===== src/rtl/lqps_pkg.sv =====
// Package for the line query prefix scorer: sizes, codes, the line record
// handed from front end to back end. Used by every module under rtl but lqps_log2.
package lqps_pkg;
  localparam int MaxLineBytes = 1024;
  localparam int QuerySlots   = 4;
  localparam int QueryChars   = 8;
  localparam int CountMax     = 1023;
  localparam int LogFrac      = 24;
  localparam int NormShift    = 30;
  localparam int ScoreFrac    = 12;

  localparam logic [7:0] CharLf = 8'd10;
  localparam logic [7:0] CharCr = 8'd13;

  localparam logic [2:0] RegActive = 3'd0;
  localparam logic [2:0] RegQuery0 = 3'd1;

  typedef struct packed {
    logic [23:0] line_number;
    logic [10:0] byte_count;
    logic [9:0]  words;
    logic [2:0]  used;
    logic [QuerySlots-1:0][9:0] tally;
  } line_rec_t;
endpackage


===== src/rtl/lqps_front.sv =====
// Front end: counts bytes, words and query prefix matches per line.
// Depends on lqps_pkg; pushes one line_rec_t per finished non-empty line.
module lqps_front (
  input  logic clk,
  input  logic rst_n,
  input  logic in_valid,
  input  logic [7:0] char_code,
  input  logic [2:0] active_queries,
  input  logic [lqps_pkg::QuerySlots-1:0][63:0] query_words,
  output logic rec_valid,
  output lqps_pkg::line_rec_t rec
);
  logic [23:0] line_r;
  logic [10:0] bytes_r;
  logic [9:0]  words_r;
  logic        inword_r;
  logic [lqps_pkg::QuerySlots-1:0][3:0] pos_r;
  logic [lqps_pkg::QuerySlots-1:0]      skip_r;
  logic [lqps_pkg::QuerySlots-1:0][9:0] tally_r;

  logic alnum;
  logic [7:0] folded;
  assign alnum = (char_code >= "0" && char_code <= "9") ||
                 (char_code >= "A" && char_code <= "Z") ||
                 (char_code >= "a" && char_code <= "z");
  assign folded = (char_code >= "A" && char_code <= "Z") ? char_code + 8'd32 : char_code;

  logic is_lf, is_cr;
  assign is_lf = char_code == lqps_pkg::CharLf;
  assign is_cr = char_code == lqps_pkg::CharCr;

  logic [9:0] words_end;
  assign words_end = (inword_r && words_r != 10'(lqps_pkg::CountMax)) ?
                     words_r + 10'd1 : words_r;

  always_comb begin
    rec_valid       = in_valid && is_lf && bytes_r != 11'd0;
    rec.line_number = line_r;
    rec.byte_count  = bytes_r;
    rec.words       = words_end;
    rec.used        = (active_queries > 3'(lqps_pkg::QuerySlots)) ?
                      3'(lqps_pkg::QuerySlots) : active_queries;
    rec.tally       = tally_r;
  end

  logic [lqps_pkg::QuerySlots-1:0][3:0] len;
  logic [lqps_pkg::QuerySlots-1:0][3:0] pos_nxt;
  logic [lqps_pkg::QuerySlots-1:0]      skip_nxt;
  logic [lqps_pkg::QuerySlots-1:0][9:0] tally_nxt;

  always_comb begin
    logic stop;
    logic [7:0] qb;
    for (int k = 0; k < lqps_pkg::QuerySlots; k++) begin
      len[k] = 4'd0;
      stop = 1'b0;
      for (int j = 0; j < lqps_pkg::QueryChars; j++) begin
        if (!stop && query_words[k][8*j +: 8] != 8'd0) len[k] = 4'(j + 1);
        else stop = 1'b1;
      end
      pos_nxt[k] = pos_r[k];
      skip_nxt[k] = skip_r[k];
      tally_nxt[k] = tally_r[k];
      qb = query_words[k][8*pos_r[k][2:0] +: 8];
      if (len[k] == 4'd0) begin
        pos_nxt[k] = 4'd0;
        skip_nxt[k] = 1'b0;
      end else if (skip_r[k]) begin
        if (!alnum) skip_nxt[k] = 1'b0;
      end else if (pos_r[k] < len[k] && qb == folded) begin
        if (pos_r[k] + 4'd1 >= len[k]) begin
          if (tally_r[k] != 10'(lqps_pkg::CountMax)) tally_nxt[k] = tally_r[k] + 10'd1;
          pos_nxt[k] = 4'd0;
          skip_nxt[k] = alnum;
        end else begin
          pos_nxt[k] = pos_r[k] + 4'd1;
        end
      end else begin
        pos_nxt[k] = 4'd0;
        skip_nxt[k] = alnum;
      end
    end
  end

  always_ff @(posedge clk) begin
    if (!rst_n) begin
      line_r <= 24'd1;
      bytes_r <= '0;
      words_r <= '0;
      inword_r <= 1'b0;
      pos_r <= '0;
      skip_r <= '0;
      tally_r <= '0;
    end else if (in_valid && !is_cr) begin
      if (is_lf) begin
        line_r <= line_r + 24'd1;
        bytes_r <= '0;
        words_r <= '0;
        inword_r <= 1'b0;
        pos_r <= '0;
        skip_r <= '0;
        tally_r <= '0;
      end else begin
        if (bytes_r != 11'(lqps_pkg::MaxLineBytes)) bytes_r <= bytes_r + 11'd1;
        if (alnum) inword_r <= 1'b1;
        else if (inword_r) begin
          inword_r <= 1'b0;
          if (words_r != 10'(lqps_pkg::CountMax)) words_r <= words_r + 10'd1;
        end
        pos_r <= pos_nxt;
        skip_r <= skip_nxt;
        tally_r <= tally_nxt;
      end
    end
  end
endmodule


===== src/rtl/lqps_fifo.sv =====
// Short queue of line records between front and back end.
// Depends on lqps_pkg for line_rec_t.
module lqps_fifo (
  input  logic clk,
  input  logic rst_n,
  input  logic wr,
  input  lqps_pkg::line_rec_t wdata,
  output logic full,
  input  logic rd,
  output logic nonempty,
  output lqps_pkg::line_rec_t rdata
);
  lqps_pkg::line_rec_t mem_r [4];
  logic [2:0] wp_r, rp_r;
  assign full = (wp_r - rp_r) == 3'd4;
  assign nonempty = wp_r != rp_r;
  assign rdata = mem_r[rp_r[1:0]];
  always_ff @(posedge clk) begin
    if (wr) mem_r[wp_r[1:0]] <= wdata;
  end
  always_ff @(posedge clk) begin
    if (!rst_n) begin
      wp_r <= '0;
      rp_r <= '0;
    end else begin
      if (wr) wp_r <= wp_r + 3'd1;
      if (rd) rp_r <= rp_r + 3'd1;
    end
  end
`ifndef SYNTH
  a_no_overflow: assert property (@(posedge clk) disable iff (!rst_n)
    full |-> !wr) else $error("fifo overflow");
  a_no_underflow: assert property (@(posedge clk) disable iff (!rst_n)
    !nonempty |-> !rd) else $error("fifo underflow");
  a_count: assert property (@(posedge clk) disable iff (!rst_n)
    (wp_r - rp_r) <= 3'd4) else $error("fifo count");
`endif
endmodule


===== src/rtl/lqps_log2.sv =====
// Iterative log2 in Q.24 by repeated squaring, one square per cycle.
// Depends on nothing outside; shared by the back end for all terms.
module lqps_log2 (
  input  logic clk,
  input  logic rst_n,
  input  logic start,
  input  logic [19:0] x,
  output logic done,
  output logic [28:0] result
);
  logic [31:0] y_r;
  logic [28:0] r_r;
  logic [4:0]  i_r;
  logic        busy_r;
  logic [4:0]  n;
  logic [63:0] sq;
  assign sq = 64'(y_r) * 64'(y_r);

  always_comb begin
    n = 5'd0;
    for (int b = 1; b < 20; b++) if (x[b]) n = 5'(b);
  end

  assign done = busy_r && i_r == 5'd0;
  assign result = r_r;

  always_ff @(posedge clk) begin
    logic [33:0] t;
    if (!rst_n) begin
      busy_r <= 1'b0;
      i_r <= '0;
    end else if (start) begin
      busy_r <= 1'b1;
      y_r <= 32'(x) << (5'd30 - n);
      r_r <= (x == 20'd0) ? 29'd0 : {n, 24'd0};
      i_r <= (x == 20'd0) ? 5'd0 : 5'd24;
    end else if (busy_r && i_r != 5'd0) begin
      t = 34'(sq >> 30);
      if (t[31]) begin
        y_r <= t[32:1];
        r_r[i_r - 5'd1] <= 1'b1;
      end else y_r <= t[31:0];
      i_r <= i_r - 5'd1;
    end else busy_r <= 1'b0;
  end
endmodule


===== src/rtl/lqps_back.sv =====
// Back end: sums log2 terms, takes denominator log, divides restoring.
// Depends on lqps_pkg and lqps_log2; feeds a one-entry output register.
module lqps_back (
  input  logic clk,
  input  logic rst_n,
  input  logic rec_avail,
  input  lqps_pkg::line_rec_t rec,
  output logic rec_take,
  output logic out_empty,
  input  logic out_pop,
  output logic [23:0] out_line_number,
  output logic [10:0] out_byte_count,
  output logic [9:0]  out_words,
  output logic [15:0] out_score
);
  localparam logic [2:0] S_IDLE = 3'd0;
  localparam logic [2:0] S_NUM  = 3'd1;
  localparam logic [2:0] S_DEN  = 3'd2;
  localparam logic [2:0] S_DIV  = 3'd3;
  localparam logic [2:0] S_OUT  = 3'd4;

  logic [2:0]  state_r;
  logic        go_r;
  logic [2:0]  k_r;
  logic [31:0] num_r;
  logic [28:0] den_r;
  logic [44:0] quo_r;
  logic [44:0] rem_r;
  logic [5:0]  bit_r;
  lqps_pkg::line_rec_t rec_r;
  logic        full_r;
  logic [15:0] score_r;

  logic [19:0] lx;
  logic        ldone;
  logic [28:0] lres;
  lqps_log2 u_log (.clk, .rst_n, .start(go_r), .x(lx), .done(ldone), .result(lres));

  assign lx = (state_r == S_DEN) ? 20'd17 + {9'd0, rec_r.words, 1'b0}
                                 : 20'd1 + 20'(rec_r.tally[k_r[1:0]]);
  assign rec_take = state_r == S_IDLE && rec_avail;
  assign out_empty = !full_r;

  logic [44:0] dividend;
  assign dividend = {1'b0, num_r, 12'd0};
  logic [44:0] trial;
  assign trial = {rem_r[43:0], dividend[bit_r]};

  always_ff @(posedge clk) begin
    if (rec_take) rec_r <= rec;
    if (state_r == S_OUT && !full_r) begin
      out_line_number <= rec_r.line_number;
      out_byte_count  <= rec_r.byte_count;
      out_words       <= rec_r.words;
      out_score       <= score_r;
    end
  end

  always_ff @(posedge clk) begin
    if (!rst_n) begin
      state_r <= S_IDLE;
      go_r <= 1'b0;
      full_r <= 1'b0;
    end else begin
      go_r <= 1'b0;
      if (out_pop && full_r) full_r <= 1'b0;
      unique case (state_r)
        S_IDLE: if (rec_avail) begin
          num_r <= '0;
          k_r <= '0;
          state_r <= S_NUM;
          go_r <= 1'b1;
        end
        S_NUM: begin
          if (k_r >= rec_r.used) begin
            state_r <= S_DEN;
            go_r <= 1'b1;
          end else if (ldone && !go_r) begin
            num_r <= num_r + 32'(lres);
            k_r <= k_r + 3'd1;
            go_r <= 1'b1;
          end
        end
        S_DEN: if (ldone && !go_r) begin
          den_r <= lres - 29'(1 << lqps_pkg::LogFrac);
          rem_r <= '0;
          quo_r <= '0;
          bit_r <= 6'd44;
          if (lres == 29'(1 << lqps_pkg::LogFrac)) begin
            score_r <= 16'hFFFF;
            state_r <= S_OUT;
          end else state_r <= S_DIV;
        end
        S_DIV: begin
          if (trial >= 45'(den_r)) begin
            rem_r <= trial - 45'(den_r);
            quo_r[bit_r] <= 1'b1;
          end else rem_r <= trial;
          if (bit_r == 6'd0) begin
            // bit 0 lands in quo_r at this edge; fold it in and saturate
            score_r <= (quo_r[44:16] != 29'd0) ? 16'hFFFF
                     : (quo_r[15:0] | {15'd0, trial >= 45'(den_r)});
            state_r <= S_OUT;
          end else bit_r <= bit_r - 6'd1;
        end
        S_OUT: begin
          if (!full_r) begin
            full_r <= 1'b1;
            state_r <= S_IDLE;
          end
        end
        default: state_r <= S_IDLE;
      endcase
    end
  end
`ifndef SYNTH
  a_take_idle: assert property (@(posedge clk) disable iff (!rst_n)
    rec_take |=> state_r == S_NUM) else $error("take without start");
  a_out_hold: assert property (@(posedge clk) disable iff (!rst_n)
    (full_r && !out_pop) |=> full_r && $stable(out_score)) else $error("out lost");
  a_div_den: assert property (@(posedge clk) disable iff (!rst_n)
    state_r == S_DIV |-> den_r != 29'd0) else $error("zero divisor");
`endif
endmodule


===== src/rtl/line_query_prefix_scorer.sv =====
// Channel | handshake           | payload
// input   | in_push / in_full   | in_char_code[7:0]
// result  | out_pop / out_empty | out_line_number, out_byte_count, out_words, out_score
// config  | APB cfg_*           | active_queries @0, query_word_0..3 @8..32 (64-bit data)
// Bytes are taken one per cycle while in_full is low; in_full rises only when four
// finished lines wait in the queue for the back end. Per line the back end takes the
// record, one log per active query, the denominator log, a divide and the output load.
// A result not yet popped holds the back end in its output state.
// Reset is synchronous on rst_n and clears counters, queue and output.
module line_query_prefix_scorer (
  input  logic clk,
  input  logic rst_n,
  input  logic in_push,
  output logic in_full,
  input  logic [7:0] in_char_code,
  output logic out_empty,
  input  logic out_pop,
  output logic [23:0] out_line_number,
  output logic [10:0] out_byte_count,
  output logic [9:0]  out_words,
  output logic [15:0] out_score,
  input  logic cfg_psel,
  input  logic cfg_penable,
  input  logic cfg_pwrite,
  input  logic [5:0] cfg_paddr,
  input  logic [63:0] cfg_pwdata,
  output logic [63:0] cfg_prdata,
  output logic cfg_pready
);
  logic [2:0] active_r;
  logic [lqps_pkg::QuerySlots-1:0][63:0] query_r;
  logic [2:0] ridx;
  assign ridx = cfg_paddr[5:3];
  assign cfg_pready = 1'b1;

  always_ff @(posedge clk) begin
    if (!rst_n) begin
      active_r <= 3'd1;
      query_r <= '0;
    end else if (cfg_psel && cfg_penable && cfg_pwrite) begin
      if (ridx == lqps_pkg::RegActive) active_r <= cfg_pwdata[2:0];
      else if (ridx <= 3'(lqps_pkg::QuerySlots))
        query_r[2'(ridx - lqps_pkg::RegQuery0)] <= cfg_pwdata;
    end
  end

  always_comb begin
    cfg_prdata = '0;
    if (ridx == lqps_pkg::RegActive) cfg_prdata = {61'd0, active_r};
    else if (ridx <= 3'(lqps_pkg::QuerySlots))
      cfg_prdata = query_r[2'(ridx - lqps_pkg::RegQuery0)];
  end

  logic acc, rv, qfull, qne, take;
  lqps_pkg::line_rec_t rec, qrec;
  assign in_full = qfull;
  assign acc = in_push && !qfull;

  lqps_front u_front (.clk, .rst_n, .in_valid(acc), .char_code(in_char_code),
    .active_queries(active_r), .query_words(query_r), .rec_valid(rv), .rec);
  lqps_fifo u_fifo (.clk, .rst_n, .wr(rv), .wdata(rec), .full(qfull),
    .rd(take), .nonempty(qne), .rdata(qrec));
  lqps_back u_back (.clk, .rst_n, .rec_avail(qne), .rec(qrec), .rec_take(take),
    .out_empty, .out_pop, .out_line_number, .out_byte_count, .out_words,
    .out_score);
endmodule

===== config.mk =====
export PLATFORM = sky130hd
export DESIGN_NAME = line_query_prefix_scorer
export DESIGN_NICKNAME = d
export VERILOG_FILES = /design/src/rtl/lqps_pkg.sv /design/src/rtl/lqps_front.sv /design/src/rtl/lqps_fifo.sv /design/src/rtl/lqps_log2.sv /design/src/rtl/lqps_back.sv /design/src/rtl/line_query_prefix_scorer.sv
export SDC_FILE = /design/constraint.sdc
export NUM_CORES = 2
export LEC_CHECK = 0
export BUFFER_PORTS_ARGS = -buffer_cell sky130_fd_sc_hd__buf_2
export CORE_UTILIZATION = 35
export CTS_CLUSTER_SIZE = 16
export DETAILED_ROUTE_END_ITERATION = 12
export PLACE_DENSITY = 0.56
export SLEW_MARGIN = 0
export SYNTH_ARGS = -nofsm -noshare
export SYNTH_HDL_FRONTEND = slang
export SYNTH_HIERARCHICAL = 1
export SYNTH_SLANG_ARGS = --single-unit

===== constraint.sdc =====
create_clock -name clk -period 10.2 [get_ports clk]
set_clock_uncertainty 0.2 [all_clocks]
set_input_delay 1.02 -clock clk [delete_from_list [all_inputs] [get_ports clk]]
set_output_delay 1.02 -clock clk [all_outputs]
set_load 0.02 [all_outputs]

==> impl_metrics.env <==
export IMPL_yosysWarnings=6
export IMPL_ys_seq_area_share_pct=35.5
export IMPL_htreeDepth=3
export IMPL_antenna_found_initial=31
export IMPL_ys_ff_latch=1121
export IMPL_wl_per_cell_um=21.5
export IMPL_grt_pass1_vias=59700
export IMPL_io_buffers=208
export IMPL_multi_input_area_mm2=0.0485
export IMPL_setup_tns_ns=0
export IMPL_violations="max-slew violations"
export IMPL_outcome="complete, but fails checks"
export IMPL_crit_path_max_fanout=18
export IMPL_postSynthCellCount=7676
export IMPL_syn_cell_area_mm2=0.0840
export IMPL_worstPathArrival_ns=10.16
export IMPL_rr_worst_depth=27
export IMPL_core_area_mm2=0.238
export IMPL_viasPerCell=5.21
export IMPL_synth_edff_count=737
export IMPL_finalCriticalPeriod_ns=9.85
export IMPL_cts_num_sinks=1121
export IMPL_async_flop_share_pct=0
export IMPL_timing_final_crit_share_pct=96.6
export IMPL_place_congestion=0.947
export IMPL_crit_required_ns=10.51
export IMPL_layout_nets=9104
export IMPL_hold_viol=0
export IMPL_start_util_pct=35.3
export IMPL_cts_buffers=121
export IMPL_slew_violations=15
export IMPL_synth_area_per_cell_um2=10.9
export IMPL_die_y_um=492
export IMPL_critPathKind="reg -> reg"
export IMPL_final_common_cell="inv_1"
export IMPL_critPathCaptureType="flip-flop"
export IMPL_grt_total_usage_pct=19.8
export IMPL_clk_insertion_delay_late_ns=0.82
export IMPL_rows=179
export IMPL_overflow=0
export IMPL_holdPathStages=0
export IMPL_fillers=23100
export IMPL_drive_gt1_share_pct=11.1
export IMPL_grt_pass1_wl_um=367000
export IMPL_ys_flop_type="edfxtp_1"
export IMPL_setup_viol=0
export IMPL_drc=0
export IMPL_seq_area_mm2=0.0298
export IMPL_hold_class="reg -> reg"
export IMPL_rsz0062_at_grt="no"
export IMPL_fp_dieW_um=492
export IMPL_maxCapViolCount=0
export IMPL_place_inst=10900
export IMPL_drtPass1Iterations=6
export IMPL_max_slew_margin_pct=-23.2
export IMPL_routed_wl_um=238000
export IMPL_fmax_mhz=102
export IMPL_stdcell_count=11100
export IMPL_final_cell_mix="1,080 x inv_1, 901 x nand2_1, 807 x fa_1, 737 x edfxtp_1, 397 x ha_1"
export IMPL_area_growth_syn_to_layout_pct=10.3
export IMPL_drt_initial_drc_count=4376
export IMPL_dr_total_vias=57800
export IMPL_io_pins=213
export IMPL_path_clk_slew_ns=0.06
export IMPL_utilization_pct=38.9
export IMPL_root_buffer="clkbuf_16"
export IMPL_place_hpwl_um=180000
export IMPL_cts_tree="built"
export IMPL_dieArea_mm2=0.242
export IMPL_clockBufferDepth=3
export IMPL_synth_cell_type_count=117
export IMPL_startpoint_type="flip-flop"
export IMPL_worstMarginPinSlew_ns=1.83
export IMPL_ant_nets=0
export IMPL_grt_max_degree=234
[cells by family (layout without fill, tap and decap cells)]
group | Yosys count | after routing | share of synthesized area, %
compound gates | 876 | 876 | 6.70
xor+xnor | 208 | 208 | 2.24
fa+ha+maj | 1205 | 1205 | 25.2
buf+inv | 1452 | 1661 | 7.10
flops | 1121 | 1121 | 35.5
mux | 592 | 592 | 10.3
other cells | 2 | 47 | 0.00895
simple gates | 2220 | 2220 | 12.9
[metal layers]
metal	global-route usage, %	wire length (µm)	vias up
met3	2.75	12600	392
met2	32.6	113000	1618
li1	-	-	26300
met4	7.20	9410	16
met5	0	111	-
met1	26.4	103000	29500
[registers in the layout (all words and copies together) (netlist names), 29 cells and up, named ones only]
signal,count
u_back/den_r,29
u_back/u_log/y_r,32
u_front/rec,40
query_r,256
u_back/quo_r,45
u_back/rec_r,88
u_back/rem_r,44
u_back/num_r,32
u_back/u_log/result,29
u_fifo/mem_r,352
[synth_stat cells (15+ instances only)]
master    number  area share, %
dfxtp_1      384            9.2
o21bai_1      18           0.16
and2_1       331            2.5
mux2i_1      362            4.3
o21ai_0      170            1.0
nand2b_1      57           0.42
or2_2         17           0.13
buf_6         17           0.23
and3_1        51           0.38
o22ai_1       22           0.16
or4_1         29           0.26
nor3_1        67           0.40
a21boi_0      28           0.25
a21oi_1      303            1.8
mux4_2       217            5.8
edfxtp_1     737             26
or3_1         41           0.31
nand4_1       58           0.43
o21a_1        23           0.21
buf_2         41           0.24
nand2_1      902            4.0
o211ai_1      21           0.19
nand3_1      114           0.68
xnor2_1      122            1.3
nor2b_1       52           0.39
o31ai_1       21           0.19
xor2_1        82           0.86
a211oi_1      32           0.29
fa_1         807             19
ha_1         398            5.9
a22oi_1       17           0.15
clkbuf_1     260            1.2
nor4_1        99           0.74
buf_4         15           0.13
a21o_1        60           0.54
a31oi_1       21           0.16
nor3b_1       15           0.13
nor2_1       324            1.4
inv_1       1081            4.8
buf_8         20           0.36
[worst max-delay path, cell delays in order, from the launching register on]
cell       delay [ns]
edfxtp_1         0.98
buf_4            0.40
and2_1           0.24
ha_1             0.26
xnor2_1          0.23
fa_1             0.46
fa_1             0.54
fa_1             0.58
fa_1             0.43
fa_1             0.46
fa_1             0.49
inv_1            0.05
fa_1             0.48
inv_1            0.04
ha_1             0.43
nand4_1          0.38
nor4_1           0.78
buf_4            0.23
o211ai_1         0.08
a2111oi_1        0.50
buf_4            0.24
nor4_1           0.05
buf_4            0.18
o21ai_1          0.17
buf_4            0.15
a41o_1           0.26
mux2i_1          0.10
o21a_1           0.18
[final cells by class]
cell class | instances | area share, %
multi-input cells | 5140 | 52.3
well taps | 3167 | 4.28
diodes | 8 | 0.0216
repair buffers | 347 | 2.30
flip-flops and latches | 1121 | 32.2
clock inverters | 78 | 0.944
clock buffers | 153 | 3.52
inverters | 1083 | 4.39
[path summary, 6_finish.rpt]
path                        start                         end  slack, ns
min              u_back/rec_r[79]  u_back/out_line_number[15]       0.22
max reg2reg  u_back/u_log/y_r[19]        u_back/u_log/y_r[29]       0.35
max          u_back/u_log/y_r[19]        u_back/u_log/y_r[29]       0.35
min reg2reg      u_back/rec_r[79]  u_back/out_line_number[15]       0.22
[repair_timing]
item                                    CTS  global route
endpoints found under the setup margin    0             1
resized for setup                         0             0
endpoints found under the hold margin     0             0
hold buffers                              0             0
buffers inserted                          0             4
[stage by stage]
step           cell area [µm²]  worst slack (ns)  hold WS (ns)
2_1_floorplan            84100              1.58         0.200
3_3_place_gp             88400             0.517         0.206
3_5_place_dp             88400             0.536         0.206
4_1_cts                  92500             0.497         0.221
5_1_grt                  92600            0.0143         0.226
6_report                 92600             0.349         0.219
Power is not shown: default switching activity piles up to over one toggle a cycle in this logic, so the estimate is an artifact.
